<file path="src/hw/rtl/ets_pkg.sv">
// Shared types, constants and tables for the epoch seconds to calendar converter.
// Used by ets_ctrl, ets_dp, epoch_seconds_to_calendar and the testbench; depends on nothing.
package ets_pkg;

  // Time constants.
  localparam int unsigned SecsPerDay  = 86400;
  localparam int unsigned SecsPerHour = 3600;
  localparam int unsigned SecsPerMin  = 60;
  localparam int unsigned BaseYear    = 1970;

  // Quotient widths of the three constant divisions.
  localparam int unsigned DayQBits  = 16;
  localparam int unsigned HourQBits = 5;
  localparam int unsigned MinQBits  = 6;

  // Field widths.
  localparam int unsigned EpochW  = 32;
  localparam int unsigned YearW   = 12;
  localparam int unsigned MonthW  = 4;
  localparam int unsigned DayW    = 5;
  localparam int unsigned HourW   = 5;
  localparam int unsigned MinuteW = 6;
  localparam int unsigned SecondW = 6;
  localparam int unsigned DaysW   = DayQBits;
  localparam int unsigned CntW    = 4;

  // Starting divisor of each division phase, aligned to the top quotient bit.
  localparam logic [EpochW-1:0] DayDivInit  = EpochW'(SecsPerDay * (2 ** (DayQBits - 1)));
  localparam logic [EpochW-1:0] HourDivInit = EpochW'(SecsPerHour * (2 ** (HourQBits - 1)));
  localparam logic [EpochW-1:0] MinDivInit  = EpochW'(SecsPerMin * (2 ** (MinQBits - 1)));

  // Step counts of each division phase, minus one.
  localparam logic [CntW-1:0] DayLastCnt  = CntW'(DayQBits - 1);
  localparam logic [CntW-1:0] HourLastCnt = CntW'(HourQBits - 1);
  localparam logic [CntW-1:0] MinLastCnt  = CntW'(MinQBits - 1);

  // Year residues kept as running counters.
  localparam logic [6:0] Mod100Base = 7'(BaseYear % 100);
  localparam logic [8:0] Mod400Base = 9'(BaseYear % 400);
  localparam logic [6:0] Mod100Last = 7'(99);
  localparam logic [8:0] Mod400Last = 9'(399);

  localparam logic [8:0] DaysLeapYear   = 9'(366);
  localparam logic [8:0] DaysCommonYear = 9'(365);

  localparam logic [MonthW-1:0] MonthJan = MonthW'(1);
  localparam logic [MonthW-1:0] MonthFeb = MonthW'(2);
  localparam logic [MonthW-1:0] MonthDec = MonthW'(12);

  // Datapath operations issued by the controller.
  typedef enum logic [3:0] {
    OP_NONE,
    OP_LOAD,
    OP_DIV,
    OP_DAYS,
    OP_HOURS,
    OP_MINS,
    OP_YEAR,
    OP_MONTH
  } op_t;

  typedef struct packed {
    op_t op;
  } cmd_t;

  typedef struct packed {
    logic year_done;
    logic month_done;
  } status_t;

  // Days in a month, February depending on the leap flag.
  function automatic logic [DayW-1:0] month_days(input logic [MonthW-1:0] m,
                                                 input logic leap);
    logic [DayW-1:0] len;
    begin
      case (m)
        4'd1, 4'd3, 4'd5, 4'd7, 4'd8, 4'd10, 4'd12: len = 5'd31;
        4'd4, 4'd6, 4'd9, 4'd11:                    len = 5'd30;
        4'd2:                                        len = leap ? 5'd29 : 5'd28;
        default:                                     len = 5'd31;
      endcase
      return len;
    end
  endfunction

endpackage

</file>
<file path="src/hw/rtl/ets_ctrl.sv">
// Controller of the epoch seconds to calendar converter: sequences division,
// year and month stepping. Depends on ets_pkg.
module ets_ctrl (
  input  logic            clk,
  input  logic            rst,
  input  logic            req_valid,
  output logic            req_stall,
  output logic            rsp_valid,
  input  logic            rsp_stall,
  input  ets_pkg::status_t status,
  output ets_pkg::cmd_t   cmd
);

  typedef enum logic [3:0] {
    S_IDLE,
    S_DIV_DAY,
    S_DAYS,
    S_DIV_HOUR,
    S_HOURS,
    S_DIV_MIN,
    S_MINS,
    S_YEAR,
    S_MONTH,
    S_DONE
  } state_t;

  state_t                   state;
  logic [ets_pkg::CntW-1:0] cnt;

  // Operation for the datapath follows from the state.
  always_comb begin
    unique case (state)
      S_IDLE:     cmd.op = req_valid ? ets_pkg::OP_LOAD : ets_pkg::OP_NONE;
      S_DIV_DAY:  cmd.op = ets_pkg::OP_DIV;
      S_DAYS:     cmd.op = ets_pkg::OP_DAYS;
      S_DIV_HOUR: cmd.op = ets_pkg::OP_DIV;
      S_HOURS:    cmd.op = ets_pkg::OP_HOURS;
      S_DIV_MIN:  cmd.op = ets_pkg::OP_DIV;
      S_MINS:     cmd.op = ets_pkg::OP_MINS;
      S_YEAR:     cmd.op = ets_pkg::OP_YEAR;
      S_MONTH:    cmd.op = ets_pkg::OP_MONTH;
      S_DONE:     cmd.op = ets_pkg::OP_NONE;
      default:    cmd.op = ets_pkg::OP_NONE;
    endcase
  end

  // State, step counter and handshake outputs.
  always_ff @(posedge clk) begin
    if (rst) begin
      state     <= S_IDLE;
      cnt       <= '0;
      req_stall <= 1'b0;
      rsp_valid <= 1'b0;
    end else begin
      unique case (state)
        S_IDLE: begin
          if (req_valid) begin
            state     <= S_DIV_DAY;
            cnt       <= ets_pkg::DayLastCnt;
            req_stall <= 1'b1;
          end
        end
        S_DIV_DAY: begin
          cnt <= cnt - 1'b1;
          if (cnt == '0) begin
            state <= S_DAYS;
          end
        end
        S_DAYS: begin
          state <= S_DIV_HOUR;
          cnt   <= ets_pkg::HourLastCnt;
        end
        S_DIV_HOUR: begin
          cnt <= cnt - 1'b1;
          if (cnt == '0) begin
            state <= S_HOURS;
          end
        end
        S_HOURS: begin
          state <= S_DIV_MIN;
          cnt   <= ets_pkg::MinLastCnt;
        end
        S_DIV_MIN: begin
          cnt <= cnt - 1'b1;
          if (cnt == '0) begin
            state <= S_MINS;
          end
        end
        S_MINS: begin
          state <= S_YEAR;
        end
        S_YEAR: begin
          if (status.year_done) begin
            state <= S_MONTH;
          end
        end
        S_MONTH: begin
          if (status.month_done) begin
            state     <= S_DONE;
            rsp_valid <= 1'b1;
          end
        end
        S_DONE: begin
          if (!rsp_stall) begin
            state     <= S_IDLE;
            rsp_valid <= 1'b0;
            req_stall <= 1'b0;
          end
        end
        default: begin
          state <= S_IDLE;
        end
      endcase
    end
  end

endmodule

</file>
<file path="src/hw/rtl/ets_dp.sv">
// Datapath of the epoch seconds to calendar converter: shared restoring
// divider step, year stepper and month stepper. Depends on ets_pkg.
module ets_dp (
  input  logic                          clk,
  input  ets_pkg::cmd_t                 cmd,
  output ets_pkg::status_t              status,
  input  logic [ets_pkg::EpochW-1:0]    epoch_seconds,
  output logic [ets_pkg::YearW-1:0]     year,
  output logic [ets_pkg::MonthW-1:0]    month,
  output logic [ets_pkg::DayW-1:0]      day,
  output logic [ets_pkg::HourW-1:0]     hour,
  output logic [ets_pkg::MinuteW-1:0]   minute,
  output logic [ets_pkg::SecondW-1:0]   second
);

  logic [ets_pkg::EpochW-1:0]   rem;
  logic [ets_pkg::EpochW-1:0]   dsr;
  logic [ets_pkg::DayQBits-1:0] quo;
  logic [ets_pkg::DaysW-1:0]    days;
  logic [6:0]                   mod100;
  logic [8:0]                   mod400;

  logic                         ge;
  logic                         leap;
  logic [8:0]                   ylen;
  logic [ets_pkg::DayW-1:0]     mlen;

  // One restoring step: does the shifted divisor fit into the remainder.
  assign ge = (rem >= dsr);

  // Leap rule from the year's low bits and the running residues.
  assign leap = ((year[1:0] == 2'b00) && (mod100 != 7'd0)) || (mod400 == 9'd0);
  assign ylen = leap ? ets_pkg::DaysLeapYear : ets_pkg::DaysCommonYear;
  assign mlen = ets_pkg::month_days(month, leap);

  assign status.year_done  = (days < ets_pkg::DaysW'(ylen));
  assign status.month_done = (month == ets_pkg::MonthDec) ||
                             (days < ets_pkg::DaysW'(mlen));

  assign day = ets_pkg::DayW'(days[ets_pkg::DayW-1:0] + 1'b1);

  // Datapath registers, updated per controller operation.
  always_ff @(posedge clk) begin
    case (cmd.op)
      ets_pkg::OP_LOAD: begin
        rem    <= epoch_seconds;
        dsr    <= ets_pkg::DayDivInit;
        quo    <= '0;
        year   <= ets_pkg::YearW'(ets_pkg::BaseYear);
        mod100 <= ets_pkg::Mod100Base;
        mod400 <= ets_pkg::Mod400Base;
        month  <= ets_pkg::MonthJan;
      end
      ets_pkg::OP_DIV: begin
        if (ge) begin
          rem <= rem - dsr;
        end
        quo <= {quo[ets_pkg::DayQBits-2:0], ge};
        dsr <= dsr >> 1;
      end
      ets_pkg::OP_DAYS: begin
        days <= quo;
        dsr  <= ets_pkg::HourDivInit;
        quo  <= '0;
      end
      ets_pkg::OP_HOURS: begin
        hour <= quo[ets_pkg::HourW-1:0];
        dsr  <= ets_pkg::MinDivInit;
        quo  <= '0;
      end
      ets_pkg::OP_MINS: begin
        minute <= quo[ets_pkg::MinuteW-1:0];
        second <= rem[ets_pkg::SecondW-1:0];
      end
      ets_pkg::OP_YEAR: begin
        if (!status.year_done) begin
          days   <= days - ets_pkg::DaysW'(ylen);
          year   <= year + 1'b1;
          mod100 <= (mod100 == ets_pkg::Mod100Last) ? 7'd0 : mod100 + 1'b1;
          mod400 <= (mod400 == ets_pkg::Mod400Last) ? 9'd0 : mod400 + 1'b1;
        end
      end
      ets_pkg::OP_MONTH: begin
        if (!status.month_done) begin
          days  <= days - ets_pkg::DaysW'(mlen);
          month <= month + 1'b1;
        end
      end
      default: begin
      end
    endcase
  end

endmodule

</file>
<file path="src/hw/rtl/epoch_seconds_to_calendar.sv">
// Top level of the epoch seconds to calendar converter: controller plus datapath.
// Depends on ets_pkg, ets_ctrl and ets_dp.

// Converts an unsigned 32-bit count of seconds since 1970-01-01 00:00:00 into
// the Gregorian year, month, day, hour, minute and second. One item is handled
// at a time: req_stall is high from the transfer of an input until its result
// has been taken. An item passes through three constant divisions (one
// quotient bit per cycle through a shared restoring divider, plus a step per
// phase that stores its quotient), then steps one year at a time past 1970
// (up to 136) and one month at a time past January (up to 11), each ending
// with a final check; the longest conversion is for a date late in 2105. The
// result is held in output registers until its transfer.
module epoch_seconds_to_calendar (
  input  logic                          clk,
  input  logic                          rst,
  input  logic                          req_valid,
  output logic                          req_stall,
  input  logic [ets_pkg::EpochW-1:0]    epoch_seconds,
  output logic                          rsp_valid,
  input  logic                          rsp_stall,
  output logic [ets_pkg::YearW-1:0]     year,
  output logic [ets_pkg::MonthW-1:0]    month,
  output logic [ets_pkg::DayW-1:0]      day,
  output logic [ets_pkg::HourW-1:0]     hour,
  output logic [ets_pkg::MinuteW-1:0]   minute,
  output logic [ets_pkg::SecondW-1:0]   second
);

  ets_pkg::cmd_t    cmd;
  ets_pkg::status_t status;

  // Sequencer.
  ets_ctrl u_ctrl (
    .clk       (clk),
    .rst       (rst),
    .req_valid (req_valid),
    .req_stall (req_stall),
    .rsp_valid (rsp_valid),
    .rsp_stall (rsp_stall),
    .status    (status),
    .cmd       (cmd)
  );

  // Arithmetic and result registers.
  ets_dp u_dp (
    .clk           (clk),
    .cmd           (cmd),
    .status        (status),
    .epoch_seconds (epoch_seconds),
    .year          (year),
    .month         (month),
    .day           (day),
    .hour          (hour),
    .minute        (minute),
    .second        (second)
  );

  // A pending result keeps the input side closed.
  assert property (@(posedge clk) disable iff (rst) rsp_valid |-> req_stall)
    else $error("result pending while input open");

  // An input transfer closes the input side on the next cycle.
  assert property (@(posedge clk) disable iff (rst)
                   (req_valid && !req_stall) |=> (req_stall && !rsp_valid))
    else $error("input side not closed after transfer");

  // A delivered result carries a legal month and time of day.
  assert property (@(posedge clk) disable iff (rst)
                   rsp_valid |-> (month >= 4'd1 && month <= 4'd12 &&
                                  hour <= 5'd23 && minute <= 6'd59 && second <= 6'd59))
    else $error("result field out of range");

endmodule

</file>
<file path="config.mk">
export PLATFORM = sky130hd
export DESIGN_NAME = epoch_seconds_to_calendar
export DESIGN_NICKNAME = d
export VERILOG_FILES = /design/src/hw/rtl/ets_pkg.sv /design/src/hw/rtl/ets_ctrl.sv /design/src/hw/rtl/ets_dp.sv /design/src/hw/rtl/epoch_seconds_to_calendar.sv
export SDC_FILE = /design/constraint.sdc
export NUM_CORES = 1
export LEC_CHECK = 0
export CORE_UTILIZATION = 45
export CTS_CLUSTER_SIZE = 14
export DETAILED_ROUTE_END_ITERATION = 6
export DONT_BUFFER_PORTS = 1
export GPL_ROUTABILITY_DRIVEN = 0
export PLACE_DENSITY_LB_ADDON = 0.15
export REMOVE_ABC_BUFFERS = 1
export SLEW_MARGIN = 10
export SYNTH_ARGS = -nofsm -noshare
export SYNTH_HDL_FRONTEND = slang
export SYNTH_SLANG_ARGS = --single-unit
</file>
<file path="constraint.sdc">
create_clock -name clk -period 4.2 [get_ports clk]
set_clock_uncertainty 0.1 [all_clocks]
set_input_delay 0.21 -clock clk [delete_from_list [all_inputs] [get_ports clk]]
set_output_delay 0.21 -clock clk [all_outputs]
set_load 0.05 [all_outputs]
</file>
==> results of run 1 <==
==> tightest hold or removal path: stages <==
cell and delay [ps]:
nor2_1 20, nor2_1 60, o21ai_0 80, nor2_1 90
a21oi_1 50, nor2_1 70
==> cells by family (layout without fill, tap and decap cells) <==
| group | count (synthesis) | after routing | synth area share |
|---|---|---|---|
| XOR/XNOR | 44 | 44 | 0.0418 |
| adder cells (fa/ha/maj) | 51 | 51 | 0.0716 |
| multiplexers | 5 | 5 | 0.00570 |
| AO/OA/AOI/OAI | 257 | 257 | 0.184 |
| buffers and inverters | 103 | 147 | 0.0431 |
| flip-flops | 155 | 155 | 0.494 |
| AND/OR/NAND/NOR | 313 | 313 | 0.160 |
==> power groups by stage <==
stage | clock network (uW) | logic, uW | registers [uW]
4_1_cts | 1690 | 5140 | 3170
5_1_grt | 1750 | 5780 | 3250
3_5_place_dp | 0 | 5080 | 3190
2_1_floorplan | 0 | 3770 | 3160
6_report | 1670 | 5140 | 3170
3_3_place_gp | 0 | 5050 | 3190
==> final cells by class <==
cell class | count | area, sq um | area share
inverter | 60 | 225 | 0.0213
sequential | 155 | 4550 | 0.431
timing repair buffer | 56 | 508 | 0.0481
tap | 270 | 338 | 0.0320
clock inverter | 13 | 199 | 0.0188
clock buffer | 18 | 429 | 0.0406
multi-input combinational | 670 | 4310 | 0.408
==> final timing paths <==
path | from | to | depth (start not counted)
worst max-delay path | u_dp.mod100[2] | u_ctrl.rsp_valid | 15
worst min-delay path | req_valid | u_ctrl.cnt[0] | 6
worst max register to register | u_dp.mod100[2] | u_ctrl.rsp_valid | 15
worst min register to register | u_dp.rem[0] | u_dp.second[0] | 0
==> what timing repair did <==
action / 4_1_cts / 5_1_grt
setup endpoints to repair: 0 / 17
buffers inserted: 0 / 0
gates resized for setup: 0 / 3
hold buffers: 35 / 0
endpoints found under the hold margin: 42 / 0
==> layout by cell type, fill, tap and decap left out, types with 6 or more instances in the layout <==
| cell type | netlist | routed |
|---|---|---|
| a21o_1 | 24 | 24 |
| a21oi_1 | 61 | 60 |
| a221o_1 | 7 | 7 |
| a31oi_1 | 10 | 10 |
| and2_1 | 17 | 17 |
| and3_1 | 12 | 12 |
| buf_4 | 0 | 21 |
| clkbuf_16 | 0 | 17 |
| dfxtp_1 | 10 | 10 |
| dlygate4sd3_1 | 0 | 35 |
| edfxtp_1 | 145 | 145 |
| ha_1 | 48 | 48 |
| inv_1 | 60 | 60 |
| nand2_1 | 101 | 100 |
| nand2b_1 | 6 | 6 |
| nand3_1 | 29 | 29 |
| nand4_1 | 7 | 7 |
| nor2_1 | 82 | 81 |
| nor3_1 | 19 | 18 |
| nor4_1 | 7 | 7 |
| o211ai_1 | 6 | 6 |
| o21a_1 | 10 | 10 |
| o21ai_0 | 64 | 63 |
| o21bai_1 | 6 | 6 |
| o22ai_1 | 6 | 6 |
| or2_2 | 7 | 7 |
| xnor2_1 | 18 | 18 |
| xor2_1 | 26 | 26 |
==> per-stage QoR <==
step,utilization,setup slack [ps]
detailed placement,0.475,213
finish,0.524,349
global placement,0.475,346
floorplan,-,-890
global route,0.524,64.4
CTS,0.523,92.8
==> flip-flops by register name, indices dropped and copies added (netlist names), 6 cells and up <==
register	cells
u_dp.dsr	32
u_dp.rem	32
u_dp.days	16
u_dp.quo	16
u_dp.year	12
u_dp.mod400	9
u_dp.mod100	7
u_dp.minute	6
u_dp.second	6
==> routing by layer <==
layer	global-route usage	part of all wire	vias up
met5	0	0	-
met1	0.290	0.48	3413
li1	-	-	3476
met3	0.0393	0.047	18
met4	0.0563	0.0087	0
met2	0.332	0.46	188
==> impl_metrics.env, run 1 <==
export IMPL_rsz0062_at_grt="no"
export IMPL_timing_hold_ws_ps=87.8
export IMPL_synth_seq_area_share=0.494
export IMPL_cp_top_family="compound AO/OA/AOI/OAI gates"
export IMPL_grt_pass1_wl_um=34900
export IMPL_root_buffer="clkbuf_16"
export IMPL_area_delta_synth_final_pct=14.6
export IMPL_synth_edf_count=145
export IMPL_num_rows=52
export IMPL_ys_top_cells_by_count="edfxtp_1 (145), nand2_1 (101), nor2_1 (82), o21ai_0 (64), a21oi_1 (61)"
export IMPL_initialDrtViolationCount=486
export IMPL_p_leak_uw=0.00410
export IMPL_antenna_found_initial=0
export IMPL_overflow=0
export IMPL_placed_cells=1176
export IMPL_final_hold_viol_count=0
export IMPL_clockBufferDepth=2
export IMPL_hold_path_class="primary input to register"
export IMPL_die_h_um=145
export IMPL_io_pins=76
export IMPL_finalSetupViolations=0
export IMPL_numCtsBuffers=17
export IMPL_fin_crit_sh=0.917
export IMPL_clkSinkCount=155
export IMPL_grt_pass1_vias=6764
export IMPL_postSynthCellCount=928
export IMPL_yosysWarnings=0
export IMPL_outcome="finished clean"
export IMPL_tns_ps=0
export IMPL_p_per_area_nw_per_um2=944
export IMPL_crit_path_max_incr_delay_ps=570
export IMPL_drive_above_1_share=0.0761
export IMPL_slowest_stage="dlygate4sd3_1"
export IMPL_p_switching_uw=4400
export IMPL_dr_total_vias=7095
export IMPL_design_core_area_sq_um=20200
export IMPL_crit_chain="nor3_1 -> nand3_1 -> a21oi_2 -> o21ai_0 -> nand2_1 -> o21ai_0 -> ha_1 -> fa_1 -> nor2_2 -> a2111oi_4 -> a32oi_2 -> nor2_1 -> o21bai_1 -> a21oi_1 -> dlygate4sd3_1"
export IMPL_die_area_sq_um=21100
export IMPL_min_period_ps=3850
export IMPL_regToRegSetupSlack_ps=350
export IMPL_nets=1047
export IMPL_drc=0
export IMPL_yosysTopAreaCellShare=0.472
export IMPL_fin_cells=1242
export IMPL_cp_arrival_ps=4060
export IMPL_cp_common_cell="o21ai_0"
export IMPL_syn_cell_area_sq_um=9220
export IMPL_critPathBufInv=1
export IMPL_syn_area_per_cell_sq_um=9.94
export IMPL_clkTransAtPathRegs_ps=60
export IMPL_final_area_sq_um=10600
export IMPL_async_flop_share=0
export IMPL_ys_seq_elements=155
export IMPL_portBuffers=0
export IMPL_ir_drop_v=0.000359
export IMPL_drv_cap=0
export IMPL_slew_headroom=0.269
export IMPL_p_sw_frac=0.441
export IMPL_power_uw=9980
export IMPL_tightest_slew_ps=1090
export IMPL_p_seq_frac=0.318
export IMPL_crit_type="register to register"
export IMPL_grt_max_degree=52
export IMPL_initial_core_util=0.457
export IMPL_synth_top_cell_by_area="edfxtp_1"
export IMPL_cts_tree="yes"
export IMPL_worstSkewPairLatency_ps=430
export IMPL_h_tree_depth=4
export IMPL_synth_area_leaders="edfxtp_1 (47%), ha_1 (6.5%), nand2_1 (4.1%)"
export IMPL_path_max_fanout=6
export IMPL_max_freq_mhz=260
export IMPL_worst_setup_path_end_kind="register"
export IMPL_globalRouteTotalUtil=0.208
export IMPL_drtAntennaViolNets=0
export IMPL_report_final_slew_viol_count=0
export IMPL_critPathLaunchType="register"
export IMPL_postPlaceCellArea_sq_um=9580
export IMPL_wl_um=21000
export IMPL_antenna_cells=0
export IMPL_required_ps=4410
export IMPL_die_w_um=145
export IMPL_wl_per_cell_um=16.9
export IMPL_via_per_inst=5.71
export IMPL_clock_power_share=0.167
export IMPL_yosysMostFrequentCell="edfxtp_1"
export IMPL_p_int_uw=5580
export IMPL_firstDrtPassIters=5
export IMPL_dpl_hpwl_um=14800
export IMPL_synthFlopType="edfxtp_1"
export IMPL_combPwrFrac=0.516
export IMPL_nFillCells=1878
export IMPL_yosysUniqueCellTypes=71
Note: power is estimated with default switching activity, not from simulation.
==> run 2: changes to the inputs <==
- RECOVER_POWER: unset -> 100
==> impl_metrics.env, run 2 (synthesis gave the netlist of run 1 again) <==
export IMPL_r2r_end="u_ctrl.rsp_valid"
export IMPL_outcome="finished, violations left"
export IMPL_crit_chain="nor3_1 -> nand3_1 -> a21oi_2 -> o21ai_0 -> nand2_1 -> o21ai_0 -> ha_1 -> fa_1 -> nor2_2 -> a2111oi_4 -> a32oi_2 -> nor2_1 -> o21bai_1 -> a21oi_1 -> dlygate4sd3_1"
export IMPL_tns_ps=0
export IMPL_combPwrFrac=0.511
export IMPL_grt_pass1_wl_um=34900
export IMPL_clockBufferDepth=2
export IMPL_area_delta_synth_final_pct=13.7
export IMPL_regToRegSetupSlack_ps=350
export IMPL_initialDrtViolationCount=490
export IMPL_wl_um=21000
export IMPL_initial_core_util=0.457
export IMPL_nets=1047
export IMPL_nFillCells=1899
export IMPL_grt_max_degree=52
export IMPL_drive_above_1_share=0.0556
export IMPL_largestRegisters="u_dp.dsr x32, u_dp.rem x32"
export IMPL_required_ps=4410
export IMPL_r2r_start="u_dp.mod100[2]"
export IMPL_critPathLaunchType="register"
export IMPL_report_final_slew_viol_count=72
export IMPL_h_tree_depth=4
export IMPL_antenna_cells=0
export IMPL_drc=0
export IMPL_rsz0062_at_grt="no"
export IMPL_die_w_um=145
export IMPL_violations="max-capacitance violations, max-slew violations"
export IMPL_path_max_fanout=6
export IMPL_hold_depth=6
export IMPL_power_uw=9920
export IMPL_die_h_um=145
export IMPL_p_int_uw=5530
export IMPL_min_from="req_valid"
export IMPL_postPlaceCellArea_sq_um=9580
export IMPL_min_period_ps=3850
export IMPL_max_freq_mhz=260
export IMPL_fin_crit_sh=0.916
export IMPL_grt_pass1_vias=6764
export IMPL_reg2reg_depth=15
export IMPL_tightest_slew_ps=1870
export IMPL_crit_path_max_incr_delay_ps=570
export IMPL_clock_power_share=0.168
export IMPL_final_area_sq_um=10500
export IMPL_root_buffer="clkbuf_16"
export IMPL_dr_total_vias=7054
export IMPL_globalRouteTotalUtil=0.208
export IMPL_finalSetupViolations=0
export IMPL_cp_common_cell="o21ai_0"
export IMPL_slew_headroom=-0.248
export IMPL_dpl_hpwl_um=14800
export IMPL_io_pins=76
export IMPL_whs_endpoint="u_ctrl.cnt[0]"
export IMPL_numCtsBuffers=17
export IMPL_p_leak_uw=0.00403
export IMPL_p_sw_frac=0.442
export IMPL_p_seq_frac=0.321
export IMPL_cts_setup_buffers=0
export IMPL_die_area_sq_um=21100
export IMPL_design_core_area_sq_um=20200
export IMPL_antenna_found_initial=0
export IMPL_cts_tree="yes"
export IMPL_drtAntennaViolNets=0
export IMPL_overflow=0
export IMPL_portBuffers=0
export IMPL_post_route_util=0.520
export IMPL_clkSinkCount=155
export IMPL_hold_path_class="primary input to register"
export IMPL_num_rows=52
export IMPL_drv_cap=3
export IMPL_worst_setup_path_end_kind="register"
export IMPL_clkTransAtPathRegs_ps=60
export IMPL_via_per_inst=5.68
export IMPL_firstDrtPassIters=5
export IMPL_slowest_stage="dlygate4sd3_1"
export IMPL_worstSkewPairLatency_ps=430
export IMPL_p_switching_uw=4390
export IMPL_ir_drop_v=0.000356
export IMPL_cp_arrival_ps=4060
export IMPL_most_common_layout_cells="edfxtp_1 (145), nand2_1 (100), nor2_1 (81)"
export IMPL_crit_type="register to register"
export IMPL_wl_per_cell_um=16.9
export IMPL_p_per_area_nw_per_um2=946
export IMPL_timing_hold_ws_ps=88.4
export IMPL_final_common_cell="edfxtp_1"
export IMPL_final_hold_viol_count=0
-- run 2: per-stage QoR --
step                      setup WS, ps  std cells
final                              355       1242
after global routing              56.0       1242
after CTS                         92.8       1242
after detailed placement           213       1176
after global placement             346       1176
after floorplan                   -890        885
-- run 2: layout make-up --
| type | count | area (sq um) | area share |
|---|---|---|---|
| flip-flops and latches | 155 | 4550 | 0.434 |
| multi-input cells | 670 | 4290 | 0.409 |
| repair buffers | 56 | 449 | 0.0428 |
| clock buffers | 18 | 429 | 0.0409 |
| well taps | 270 | 338 | 0.0322 |
| inverters | 60 | 225 | 0.0215 |
| clock inverters | 13 | 199 | 0.0190 |
-- run 2: power by group through the flow --
stage          Sequential [uW]  Combinational, uW  Clock, uW
6_report                  3180               5070       1670
5_1_grt                   3270               5710       1750
4_1_cts                   3170               5140       1690
3_5_place_dp              3190               5080          0
3_3_place_gp              3190               5050          0
2_1_floorplan             3160               3770          0
-- run 2: routing by layer --
layer	wire length (um)	up-vias	track usage
met5	0	-	0
met4	157	0	0.0563
met3	919	11	0.0393
met2	9770	177	0.332
met1	10100	3394	0.290
li1	-	3472	-
-- run 2: how the worst max path moves through the flow --
| stage | from | end | depth (start not counted) |
|---|---|---|---|
| 5_1_grt | u_dp.mod100[2] | u_dp.days[2] | 14 |
| 3_3_place_gp | u_dp.mod100[2] | u_dp.days[13] | 14 |
| 2_1_floorplan | u_ctrl.state[0] | u_dp.rem[0] | 2 |
| 3_5_place_dp | u_dp.mod100[2] | u_dp.days[15] | 14 |
| 4_1_cts | u_dp.mod100[2] | u_ctrl.rsp_valid | 15 |
| 6_report | u_dp.mod100[2] | u_ctrl.rsp_valid | 15 |
-- run 2: worst max-delay path: cells and delay by family (launching register included) --
kind | cells | cell delay, ps
compound gates | 7 | 1080
flops | 1 | 470
fa+ha+maj | 2 | 680
simple gates | 5 | 830
buf+inv | 1 | 570
-- run 2: repair_timing --
action / 4_1_cts / 5_1_grt
hold buffers: 35 / 0
gates resized for setup: 0 / 3
endpoints found under the setup margin: 0 / 17
hold endpoints to repair: 42 / 0
